==> src/rtl/core/cbc_pkg.sv <==
// cbc_pkg: shared types, codes and helpers for the cartridge bank controller
// no dependencies; imported by the channel interfaces and the top level

package cbc_pkg;

    // payload widths
    localparam int ADDR_W  = 16;
    localparam int DATA_W  = 8;
    localparam int BANK_W  = 9;
    localparam int RBANK_W = 4;
    localparam int RTC_W   = 3;
    localparam int CFG_W   = 4;
    localparam int CFG_IDX_W = 2;

    // controller kinds
    typedef enum logic [2:0] {
        KIND_ROM_ONLY = 3'd0,
        KIND_MBC1     = 3'd1,
        KIND_MBC2     = 3'd2,
        KIND_MBC3     = 3'd3,
        KIND_MBC5     = 3'd4
    } kind_t;

    // configuration register indexes
    typedef enum logic [CFG_IDX_W-1:0] {
        CFG_KIND       = 2'd0,
        CFG_HAS_RAM    = 2'd1,
        CFG_ROM_SIZE   = 2'd2,
        CFG_RAM_SINGLE = 2'd3
    } cfg_idx_t;

    // 8 KB regions of the control area, from address bits 14:13
    typedef enum logic [1:0] {
        REG_RAM_ENABLE = 2'd0,
        REG_ROM_BANK   = 2'd1,
        REG_RAM_BANK   = 2'd2,
        REG_MODE_LATCH = 2'd3
    } region_t;

    localparam logic [3:0] ENABLE_CODE   = 4'hA;
    localparam logic [7:0] MBC3_RAM_MAX  = 8'h03;
    localparam logic [7:0] MBC5_RAM_MAX  = 8'h0F;
    localparam logic [7:0] RTC_FIRST     = 8'h08;
    localparam logic [7:0] RTC_LAST      = 8'h0C;
    localparam int         MBC1_UPPER_SHIFT = 5;

    // bank registers kept across writes
    typedef struct packed {
        logic                ram_enable;
        logic [7:0]          rom_low;
        logic                rom_high;
        logic [RBANK_W-1:0]  ram_bank;
        logic                mode;
    } bank_state_t;

    // rom bank mask 2^(code+1)-1, saturating at nine bits
    function automatic logic [BANK_W-1:0] rom_mask(input logic [CFG_W-1:0] code);
        logic [BANK_W-1:0] m;
        unique case (code)
            4'd0:    m = 9'h001;
            4'd1:    m = 9'h003;
            4'd2:    m = 9'h007;
            4'd3:    m = 9'h00F;
            4'd4:    m = 9'h01F;
            4'd5:    m = 9'h03F;
            4'd6:    m = 9'h07F;
            4'd7:    m = 9'h0FF;
            default: m = 9'h1FF;
        endcase
        return m;
    endfunction

endpackage

==> src/rtl/core/cbc_if.sv <==
// cbc_if: valid/ready channels carrying cpu writes in and bank mappings out
// depends on cbc_pkg for payload widths

interface cbc_in_if;
    import cbc_pkg::*;

    logic              valid;
    logic              ready;
    logic [ADDR_W-1:0] write_addr;
    logic [DATA_W-1:0] write_data;

    modport source (output valid, output write_addr, output write_data, input ready);
    modport sink   (input valid, input write_addr, input write_data, output ready);
endinterface

interface cbc_out_if;
    import cbc_pkg::*;

    logic               valid;
    logic               ready;
    logic               ram_enabled;
    logic [BANK_W-1:0]  low_rom_bank;
    logic [BANK_W-1:0]  high_rom_bank;
    logic [RBANK_W-1:0] ram_bank;
    logic               rtc_select_valid;
    logic [RTC_W-1:0]   rtc_select_index;
    logic               rtc_latch_pulse;

    modport source (output valid, output ram_enabled, output low_rom_bank,
                    output high_rom_bank, output ram_bank, output rtc_select_valid,
                    output rtc_select_index, output rtc_latch_pulse, input ready);
    modport sink   (input valid, input ram_enabled, input low_rom_bank,
                    input high_rom_bank, input ram_bank, input rtc_select_valid,
                    input rtc_select_index, input rtc_latch_pulse, output ready);
endinterface

==> src/rtl/core/cartridge_bank_controller_top.sv <==
// cartridge_bank_controller_top: bank controller for mbc1/mbc2/mbc3/mbc5 carts
// depends on cbc_pkg and the channel interfaces in cbc_if.sv

// Each cpu write transaction on in_ch updates the bank registers of the
// configured controller kind and produces one transaction on out_ch with the
// mappings in force after the write. One write per cycle unless out_ch stalls;
// the result appears, registered, in the cycle after acceptance. The input
// stays ready whenever the output register is empty or being drained, so a
// stalled consumer stops intake only while its result waits. The user writes
// the configuration port only while no transaction is in flight (unenforced).

module cartridge_bank_controller_top (
    input  logic                           clk,
    input  logic                           rst_n,
    input  logic                           cfg_we,
    input  logic [cbc_pkg::CFG_IDX_W-1:0]  cfg_index,
    input  logic [cbc_pkg::CFG_W-1:0]      cfg_wdata,
    cbc_in_if.sink                         in_ch,
    cbc_out_if.source                      out_ch
);
    import cbc_pkg::*;

    // configuration registers
    logic [2:0]       kind_reg;
    logic             has_ram_reg;
    logic [CFG_W-1:0] rom_size_reg;
    logic             ram_single_reg;

    // bank state and output register
    bank_state_t        st_reg, st_next;
    logic               out_valid_reg;
    logic               ram_enabled_reg, ram_enabled_next;
    logic [BANK_W-1:0]  low_bank_reg, low_bank_next;
    logic [BANK_W-1:0]  high_bank_reg, high_bank_next;
    logic [RBANK_W-1:0] ram_bank_reg, ram_bank_next;
    logic               sel_valid_reg, sel_valid_next;
    logic [RTC_W-1:0]   sel_index_reg, sel_index_next;
    logic               latch_reg, latch_next;

    logic               in_accept;
    logic [BANK_W-1:0]  rm;
    logic [RBANK_W-1:0] ram_m;
    logic               in_area;
    logic               is_enable;
    region_t            region;
    logic [7:0]         wd;
    logic [BANK_W-1:0]  upper;

    assign in_ch.ready = ~out_valid_reg | out_ch.ready;
    assign in_accept   = in_ch.valid & in_ch.ready;

    // configuration writes
    always_ff @(posedge clk or negedge rst_n)
    begin
        if (!rst_n)
        begin
            kind_reg       <= KIND_ROM_ONLY;
            has_ram_reg    <= 1'b0;
            rom_size_reg   <= '0;
            ram_single_reg <= 1'b0;
        end
        else if (cfg_we)
        begin
            unique case (cfg_index)
                CFG_KIND:       kind_reg       <= cfg_wdata[2:0];
                CFG_HAS_RAM:    has_ram_reg    <= cfg_wdata[0];
                CFG_ROM_SIZE:   rom_size_reg   <= cfg_wdata;
                CFG_RAM_SINGLE: ram_single_reg <= cfg_wdata[0];
                default:        kind_reg       <= kind_reg;
            endcase
        end
    end

    // address decode and masks
    assign wd        = in_ch.write_data;
    assign in_area   = ~in_ch.write_addr[15];
    assign region    = region_t'(in_ch.write_addr[14:13]);
    assign is_enable = (wd[3:0] == ENABLE_CODE);
    assign rm        = rom_mask(rom_size_reg);
    assign ram_m     = ram_single_reg ? 4'd0 : 4'd3;

    // next bank state for the selected kind
    always_comb
    begin
        st_next        = st_reg;
        sel_valid_next = 1'b0;
        sel_index_next = '0;
        latch_next     = 1'b0;
        if (in_area)
        begin
            unique case (kind_reg)
                KIND_MBC1:
                begin
                    unique case (region)
                        REG_RAM_ENABLE: st_next.ram_enable = is_enable & has_ram_reg;
                        REG_ROM_BANK:   st_next.rom_low =
                            (wd[4:0] == 5'd0) ? 8'd1 : {3'd0, wd[4:0]};
                        REG_RAM_BANK:   st_next.ram_bank = {2'd0, wd[1:0]};
                        REG_MODE_LATCH: st_next.mode = wd[0];
                        default:        st_next = st_reg;
                    endcase
                end
                KIND_MBC2:
                begin
                    if (!in_ch.write_addr[14])
                    begin
                        if (in_ch.write_addr[8])
                            st_next.rom_low = (wd[3:0] == 4'd0) ? 8'd1 : {4'd0, wd[3:0]};
                        else
                            st_next.ram_enable = is_enable;
                    end
                end
                KIND_MBC3:
                begin
                    unique case (region)
                        REG_RAM_ENABLE: st_next.ram_enable = is_enable;
                        REG_ROM_BANK:   st_next.rom_low =
                            (wd[6:0] == 7'd0) ? 8'd1 : {1'b0, wd[6:0]};
                        REG_RAM_BANK:
                        begin
                            if (wd <= MBC3_RAM_MAX)
                                st_next.ram_bank = wd[RBANK_W-1:0];
                            else if (wd >= RTC_FIRST && wd <= RTC_LAST)
                            begin
                                // 8..12 minus 8 is just the low three bits
                                sel_valid_next = 1'b1;
                                sel_index_next = wd[RTC_W-1:0];
                            end
                        end
                        REG_MODE_LATCH: latch_next = 1'b1;
                        default:        st_next = st_reg;
                    endcase
                end
                KIND_MBC5:
                begin
                    unique case (region)
                        REG_RAM_ENABLE: st_next.ram_enable = is_enable;
                        REG_ROM_BANK:
                        begin
                            if (in_ch.write_addr[12])
                                st_next.rom_high = wd[0];
                            else
                                st_next.rom_low = wd;
                        end
                        REG_RAM_BANK:
                        begin
                            if (wd <= MBC5_RAM_MAX)
                                st_next.ram_bank = wd[RBANK_W-1:0];
                        end
                        REG_MODE_LATCH: st_next = st_reg;
                        default:        st_next = st_reg;
                    endcase
                end
                default: st_next = st_reg;
            endcase
        end
    end

    // mappings from the updated state
    assign upper = {st_next.ram_bank, {MBC1_UPPER_SHIFT{1'b0}}};

    always_comb
    begin
        ram_enabled_next = st_next.ram_enable;
        low_bank_next    = '0;
        high_bank_next   = 9'd1;
        ram_bank_next    = '0;
        unique case (kind_reg)
            KIND_MBC1:
            begin
                low_bank_next  = st_next.mode ? (upper & rm) : '0;
                high_bank_next = (upper | {1'b0, st_next.rom_low}) & rm;
                ram_bank_next  = st_next.mode ? (st_next.ram_bank & ram_m) : '0;
            end
            KIND_MBC2:
                high_bank_next = {1'b0, st_next.rom_low} & rm;
            KIND_MBC3:
            begin
                high_bank_next = {1'b0, st_next.rom_low} & rm;
                ram_bank_next  = st_next.ram_bank & ram_m;
            end
            KIND_MBC5:
            begin
                high_bank_next = {st_next.rom_high, st_next.rom_low} & rm;
                ram_bank_next  = st_next.ram_bank & ram_m;
            end
            default: high_bank_next = 9'd1;
        endcase
    end

    // bank state update
    always_ff @(posedge clk or negedge rst_n)
    begin
        if (!rst_n)
        begin
            st_reg.ram_enable <= 1'b0;
            st_reg.rom_low    <= 8'd1;
            st_reg.rom_high   <= 1'b0;
            st_reg.ram_bank   <= '0;
            st_reg.mode       <= 1'b0;
        end
        else if (in_accept)
        begin
            st_reg <= st_next;
        end
    end

    // output valid
    always_ff @(posedge clk or negedge rst_n)
    begin
        if (!rst_n)
            out_valid_reg <= 1'b0;
        else if (in_accept)
            out_valid_reg <= 1'b1;
        else if (out_ch.ready)
            out_valid_reg <= 1'b0;
    end

    // output payload
    always_ff @(posedge clk)
    begin
        if (in_accept)
        begin
            ram_enabled_reg <= ram_enabled_next;
            low_bank_reg    <= low_bank_next;
            high_bank_reg   <= high_bank_next;
            ram_bank_reg    <= ram_bank_next;
            sel_valid_reg   <= sel_valid_next;
            sel_index_reg   <= sel_index_next;
            latch_reg       <= latch_next;
        end
    end

    assign out_ch.valid            = out_valid_reg;
    assign out_ch.ram_enabled      = ram_enabled_reg;
    assign out_ch.low_rom_bank     = low_bank_reg;
    assign out_ch.high_rom_bank    = high_bank_reg;
    assign out_ch.ram_bank         = ram_bank_reg;
    assign out_ch.rtc_select_valid = sel_valid_reg;
    assign out_ch.rtc_select_index = sel_index_reg;
    assign out_ch.rtc_latch_pulse  = latch_reg;

endmodule
==> src/flat_wrapper.sv <==
// flat-port wrapper written by rule: the top's interface ports become plain ports
module cartridge_bank_controller_top_flat import cbc_pkg::*;
  (clk, rst_n, cfg_we, cfg_index, cfg_wdata, in_ch_valid, in_ch_write_addr, in_ch_write_data, in_ch_ready, out_ch_valid, out_ch_ram_enabled, out_ch_low_rom_bank, out_ch_high_rom_bank, out_ch_ram_bank, out_ch_rtc_select_valid, out_ch_rtc_select_index, out_ch_rtc_latch_pulse, out_ch_ready);
  cbc_in_if in_ch_i ();
  cbc_out_if out_ch_i ();
  input  logic clk;
  input  logic rst_n;
  input  logic cfg_we;
  input  logic [cbc_pkg::CFG_IDX_W-1:0] cfg_index;
  input  logic [cbc_pkg::CFG_W-1:0] cfg_wdata;
  input wire logic [$bits(in_ch_i.valid)-1:0] in_ch_valid;
  input wire logic [$bits(in_ch_i.write_addr)-1:0] in_ch_write_addr;
  input wire logic [$bits(in_ch_i.write_data)-1:0] in_ch_write_data;
  output wire logic [$bits(in_ch_i.ready)-1:0] in_ch_ready;
  output wire logic [$bits(out_ch_i.valid)-1:0] out_ch_valid;
  output wire logic [$bits(out_ch_i.ram_enabled)-1:0] out_ch_ram_enabled;
  output wire logic [$bits(out_ch_i.low_rom_bank)-1:0] out_ch_low_rom_bank;
  output wire logic [$bits(out_ch_i.high_rom_bank)-1:0] out_ch_high_rom_bank;
  output wire logic [$bits(out_ch_i.ram_bank)-1:0] out_ch_ram_bank;
  output wire logic [$bits(out_ch_i.rtc_select_valid)-1:0] out_ch_rtc_select_valid;
  output wire logic [$bits(out_ch_i.rtc_select_index)-1:0] out_ch_rtc_select_index;
  output wire logic [$bits(out_ch_i.rtc_latch_pulse)-1:0] out_ch_rtc_latch_pulse;
  input wire logic [$bits(out_ch_i.ready)-1:0] out_ch_ready;
  assign in_ch_i.valid = in_ch_valid;
  assign in_ch_i.write_addr = in_ch_write_addr;
  assign in_ch_i.write_data = in_ch_write_data;
  assign in_ch_ready = in_ch_i.ready;
  assign out_ch_valid = out_ch_i.valid;
  assign out_ch_ram_enabled = out_ch_i.ram_enabled;
  assign out_ch_low_rom_bank = out_ch_i.low_rom_bank;
  assign out_ch_high_rom_bank = out_ch_i.high_rom_bank;
  assign out_ch_ram_bank = out_ch_i.ram_bank;
  assign out_ch_rtc_select_valid = out_ch_i.rtc_select_valid;
  assign out_ch_rtc_select_index = out_ch_i.rtc_select_index;
  assign out_ch_rtc_latch_pulse = out_ch_i.rtc_latch_pulse;
  assign out_ch_i.ready = out_ch_ready;
  cartridge_bank_controller_top u_core (.clk(clk), .rst_n(rst_n), .cfg_we(cfg_we), .cfg_index(cfg_index), .cfg_wdata(cfg_wdata), .in_ch(in_ch_i), .out_ch(out_ch_i));
endmodule
==> config.mk <==
export PLATFORM = sky130hd
export DESIGN_NAME = cartridge_bank_controller_top_flat
export DESIGN_NICKNAME = d
export VERILOG_FILES = /design/src/rtl/core/cbc_pkg.sv /design/src/rtl/core/cbc_if.sv /design/src/rtl/core/cartridge_bank_controller_top.sv /design/src/flat_wrapper.sv
export SDC_FILE = /design/constraint.sdc
export NUM_CORES = 1
export LEC_CHECK = 0
export ABC_AREA = 1
export BUFFER_PORTS_ARGS = -buffer_cell sky130_fd_sc_hd__buf_2
export CAP_MARGIN = 20
export CELL_PAD_IN_SITES_DETAIL_PLACEMENT = 1
export CELL_PAD_IN_SITES_GLOBAL_PLACEMENT = 1
export CORE_MARGIN = 1.5
export CORE_UTILIZATION = 39
export DETAILED_ROUTE_END_ITERATION = 8
export PLACE_DENSITY_LB_ADDON = 0.1
export SYNTH_ARGS = -nofsm -noshare
export SYNTH_HDL_FRONTEND = slang
export SYNTH_SLANG_ARGS = --single-unit
==> constraint.sdc <==
create_clock -name clk -period 4.08 [get_ports clk]
set_input_delay 0.408 -clock clk [delete_from_list [all_inputs] [get_ports clk]]
set_output_delay 0.408 -clock clk [all_outputs]
set_load 0.01 [all_outputs]
======== After elaboration in Yosys (flattened, before gate mapping) ========
Memories as Yosys holds them, arrays and structs flattened.
Index checks and enable logic that the tools add are counted.
cells by class
  magnitude comparators ................... 4
  eq/ne operators ......................... 11
  multiplexer cells ....................... 31
  bitwise gates (word level) .............. 13
  reductions and logical operators ........ 17
operators with widths
  cell                                                                count
  one-hot mux 9 bit (4 select lines)                                  1
  two-way mux 8 bit                                                   4
  two-way mux 4 bit                                                   7
  AND 9 bit                                                           3
  two-way mux 9 bit                                                   3
  one-hot mux 9 bit (3 select lines)                                  1
  one-hot mux 6 bit (3 select lines)                                  1
  less-or-equal comparator 8 x 4 -> 1 bit (second input constant)     2
  two-way mux 15 bit                                                  1
  AND reduction 2 bit                                                 5
  AND 8 x 9 -> 9 bit                                                  1
  two-way mux 1 bit                                                   9
  bitwise OR 9 x 8 -> 9 bit                                           1
  equality test 2 bit (second input constant)                         4
  greater-or-equal comparator 8 x 4 -> 1 bit (second input constant)  1
  less-or-equal comparator 8 x 2 -> 1 bit (second input constant)     1
  one-hot mux 4 bit (2 select lines)                                  1
  logical NOT 7 bit                                                   1
  two-way mux 7 bit                                                   1
  equality test 3 x 2 -> 1 bit (second input constant)                2
  OR reduction 2 bit                                                  3
  logical NOT 5 bit                                                   1
  two-way mux 5 bit                                                   1
  OR reduction 5 bit                                                  1
  other kinds (14)                                                    20
word-level totals
  register bits ........................... 53
  memory bits (read-only) ................. 56
  bits of input ports ..................... 35
  output and inout port bits .............. 30
  word-level logic and storage cells ...... 94
  memories kept ........................... 1
memories
  memory            words  bits a word  rd ports  clocked after memory_dff  write ports  line           source
  (name not given)  8      7            1         0                         0            cbc_pkg.sv:59  unique case (code)

======== Longest topological paths before layout ========
  depth after elaboration ................. 9
  mapped depth ............................ 11
  gate-level depth less buffers ........... 11

======== Worst setup path before layout ========
OpenSTA, ideal clock, no wires.
  kind .................................... input to register
  start point ............................. in out_ch_ready
  end point ............................... reg u_core.high_bank_reg[0], in the netlist u_core.out_ch.high_rom_bank[0], enable pin
  setup time .............................. 0.394 ns
  arrival time ............................ 1.689 ns
  data required time ...................... 3.686 ns
  slack ................................... 1.997 ns
  stages on the path ...................... 5
  buffers on the path ..................... 1
  path through ............................ inv_1 -> nand2_1 -> nand2_1 -> inv_1 -> buf_1
on the way
  longest elaborated chain between the ends .. 2
RTL lines
  element                     line                                  source
  start, declared             flat_wrapper.sv:23                    input wire logic [$bits(out_ch_i.ready)-1:0] out_ch_ready;
  bitwise OR 1 bit            cartridge_bank_controller_top.sv:49   assign in_ch.ready = ~out_valid_reg | out_ch.ready;
  named net in_ch_ready       flat_wrapper.sv:14                    output wire logic [$bits(in_ch_i.ready)-1:0] in_ch_ready;
  AND 1 bit                   cartridge_bank_controller_top.sv:50   assign in_accept = in_ch.valid & in_ch.ready;
  named net u_core.in_accept  cartridge_bank_controller_top.sv:40   logic in_accept;
  end signal, assigned        cartridge_bank_controller_top.sv:226  high_bank_reg <= high_bank_next;
  end, declared               cartridge_bank_controller_top.sv:34   logic [BANK_W-1:0] high_bank_reg, high_bank_next;
The timed path passes the listed nets, and every way through them passes these cells.
A chain may end at the register's enable or synchronous reset.

======== Final worst setup path ========
  start point ............................. reg u_core.out_valid_reg, in the netlist u_core.out_ch.valid
  end point ............................... reg u_core.latch_reg, in the netlist u_core.out_ch.rtc_latch_pulse, enable pin
on the way
  longest elaborated chain between the ends .. 3
RTL lines
  element                 line                                  source
  start, declared         cartridge_bank_controller_top.sv:31   logic out_valid_reg;
  start signal, assigned  cartridge_bank_controller_top.sv:212  out_valid_reg <= 1'b0;
  start signal, assigned  cartridge_bank_controller_top.sv:214  out_valid_reg <= 1'b1;
  start signal, assigned  cartridge_bank_controller_top.sv:216  out_valid_reg <= 1'b0;
  NOT 1 bit               cartridge_bank_controller_top.sv:49
  bitwise OR 1 bit        cartridge_bank_controller_top.sv:49
  AND 1 bit               cartridge_bank_controller_top.sv:50
  end signal, assigned    cartridge_bank_controller_top.sv:230  latch_reg <= latch_next;
  end, declared           cartridge_bank_controller_top.sv:38   logic latch_reg, latch_next;
Every way passes these cells.

==> key figures <==
Placement
  • Placed inst area: 2860 µm²
  • GP Congestion: 0.889
  • DPL Wire Length: 5350 µm
  • Port bufs: 46

Cells and area
  • Layout cells sized above 1: 26.7%
  • Register area: 1260 µm²
  • Largest register FFs: 15
  • Fillers: 808
  • Area occupied by multi-input gates: 1120 µm²
  • Nets@finish: 394
  • Final Cell Area: 2970 µm²
  • Area Overhead vs Synth: 15.7%
  • Ant diodes: 0

Floorplanning
  • Starting Density: 40.4%
  • CORE AREA: 6350 µm²
  • Die height: 84.1 µm
  • Die area: 7070 µm²
  • Die W: 84.1 µm
  • # rows: 29
  • I/O pin cnt: 65

Worst setup path
  • Crit-path cells: nand2_1 > nand2_1 > inv_1 > buf_4
  • WS Path Type: flip-flop to flip-flop
  • Worst path most repeated cell: nand2_1
  • Worst R2R Setup Slack: 1890 ps
  • Crit path capture type: flip-flop
  • CP required: 4070 ps
  • Crit path from: u_core.out_ch.valid$_DFFE_PN0P_
  • CP max-delay cell: inv_1
  • Setup crit start kind: flip-flop
  • Delay of the slowest critical-path stage: 640 ps
  • Critical R2R Capture: u_core.out_ch.rtc_latch_pulse$_SDFFCE_PP0P_
  • Cells on worst reg2reg path: 4
  • CP arrival: 2180 ps
  • CP max FO: 20
  • Worst r2r src: u_core.out_ch.valid$_DFFE_PN0P_

Min path
  • Tightest Hold Check Type: primary input to async pin

Global routing
  • Initial antenna violation count: 0
  • Via count of the first global-routing pass: 2,328
  • First-pass GRT wire length: 11,500 µm
  • Total GRT Usage: 20.9%
  • Grt total ovfl: 0
  • Largest net degree at the start of global routing: 26

Power and ir drop
  • Total leakage power: 1.37 nW
  • Max IR drop VDD: 0.000200 V
  • Power Density: 440 nW/µm²

Drt
  • Vias post-DR: 2,227
  • Remaining antenna violation count after routing: 0
  • Initial DRC Count: 88
  • DRT Pass-1 Iters: 4
  • DRT Wirelength: 6970 µm
  • DRC Markers: 0
  • Routed wire per std cell: 15.9 µm
  • Vias per Instance: 5.10

Timing
  • Rel. slew slack: 58.4%
  • Fin. Hold Viols: 0
  • Part of the cycle the worst path needs: 53.6%
  • Min cycle time layout: 2190 ps
  • Slew @ Worst Pin: 623 ps
  • Final Slew Violations: 0
  • F_max: 458 MHz
  • Unrepaired setup endpoints after global routing: no
  • TNS Setup: 0 ps
  • Clock skew: 4.13 ps
  • Setup-failing EPs final: 0

Clock network
  • CTS tree: built
  • Clock Tree Buf Depth: 2
  • H-tree depth: 2
  • Sink Count: 46
  • Root Driver: clkbuf_8
  • Reg clk slew, reported paths: 90 ps
  • Latest clock arrival within the worst-skew pair: 300 ps
  • CTS Hold Bufs: 0
  • CTS Buf Count: 5
  • Setup bufs post-CTS: 0
  • Post-cts resize count: 0

Synthesis
  • Yosys top cell area share: 24.6%
  • Syn Std Cell Area: 2560 µm²
  • Ys async rst share: 54.3%
  • Syn Inst Count: 308
  • Most frequent cells after synthesis: nand2_1 (72), nor2_1 (33), inv_1 (28)
  • Post-synth EDFFs: 21
  • Avg Cell Area, Syn: 8.32 µm²
  • Most area-consuming cells after synthesis: edfxtp_1 (25%), dfrtp_1 (23%), nand2_1 (11%)
  • Area leader, netlist: edfxtp_1
  • Yosys warns: 0
  • Sequential fraction of the synthesis area: 49.0%
  • Primary FF master, synth: dfrtp_1
  • Post-synth cell types: 34
  • #FFs+latches synth: 46
  • Top-count cell post-synth: nand2_1

Run status
  • Status: complete, no violations

Flow run
  • MaxCap Viol Count: 0
worst max-delay path by stage:
stage	endpoint	depth (start not counted)
2_1_floorplan	u_core.out_ch.high_rom_bank[0]$_DFFE_PP_	5
3_3_place_gp	u_core.out_ch.rtc_latch_pulse$_SDFFCE_PP0P_	6
3_5_place_dp	u_core.out_ch.high_rom_bank[0]$_DFFE_PP_	6
4_1_cts	u_core.out_ch.high_rom_bank[0]$_DFFE_PP_	4
5_1_grt	u_core.st_reg[3]$_DFFE_PN0P_	6
6_report	u_core.out_ch.rtc_latch_pulse$_SDFFCE_PP0P_	4
power breakdown:
group | switching [mW] | internal (mW) | leakage (nW)
Combinational | 0.258 | 0.117 | 0.792
Sequential | 0.0448 | 0.562 | 0.524
Clock | 0.163 | 0.158 | 0.0496
Total | 0.466 | 0.838 | 1.37
metal layers:
layer,share of wire [%],track usage (%)
met5,0,0
met4,1.8,6.26
met3,3.4,3.56
met2,50,36.9
met1,45,26.1
worst max-delay path: cells and delay by family (launching register included):
kind	cells	cell delay, ps
buffers and inverters	2	1020
flip-flops	1	380
AND/OR/NAND/NOR	2	470
metrics by stage:
step                setup WS [ps]  utilization, %  instances  hold WS [ps]  total power [mW]
floorplan                    2000               -        314           112             0.870
global placement             1770            45.0        429           458             0.974
detailed placement           1730            45.0        429           468             0.991
CTS                          1860            46.7        437           132              1.32
global route                 1670            46.7        437           136              1.38
finish                       1890            46.7        437           106              1.30
layout make-up:
| class | count | area share (%) |
|---|---|---|
| tap | 77 | 3.25 |
| sequential | 46 | 42.4 |
| inverter | 39 | 5.06 |
| clock inverter | 1 | 0.253 |
| clock buffer | 7 | 3.29 |
| timing repair buffer | 47 | 8.02 |
| multi-input combinational | 220 | 37.7 |
cells by family (layout without fill, tap and decap cells):
family | after synthesis | after routing | synth area share, %
simple gates | 159 | 159 | 30.2
compound gates | 54 | 54 | 12.4
buf+inv | 48 | 94 | 8.20
flops | 46 | 46 | 49.0
other cells | 1 | 7 | 0.146
cells in the final DEF, fill, tap and decap left out, drive strengths merged, types with 2 or more instances in the layout:
master,instances
nand4,6
and2,3
dfrtp,24
nand3,27
nand2,80
inv,38
o21ai,36
edfxtp,21
a31oi,3
clkbuf,7
conb,7
o22ai,2
nor3,4
a21oi,11
nor2,39
buf,47
No activity file was read; power rests on OpenSTA's default activity.
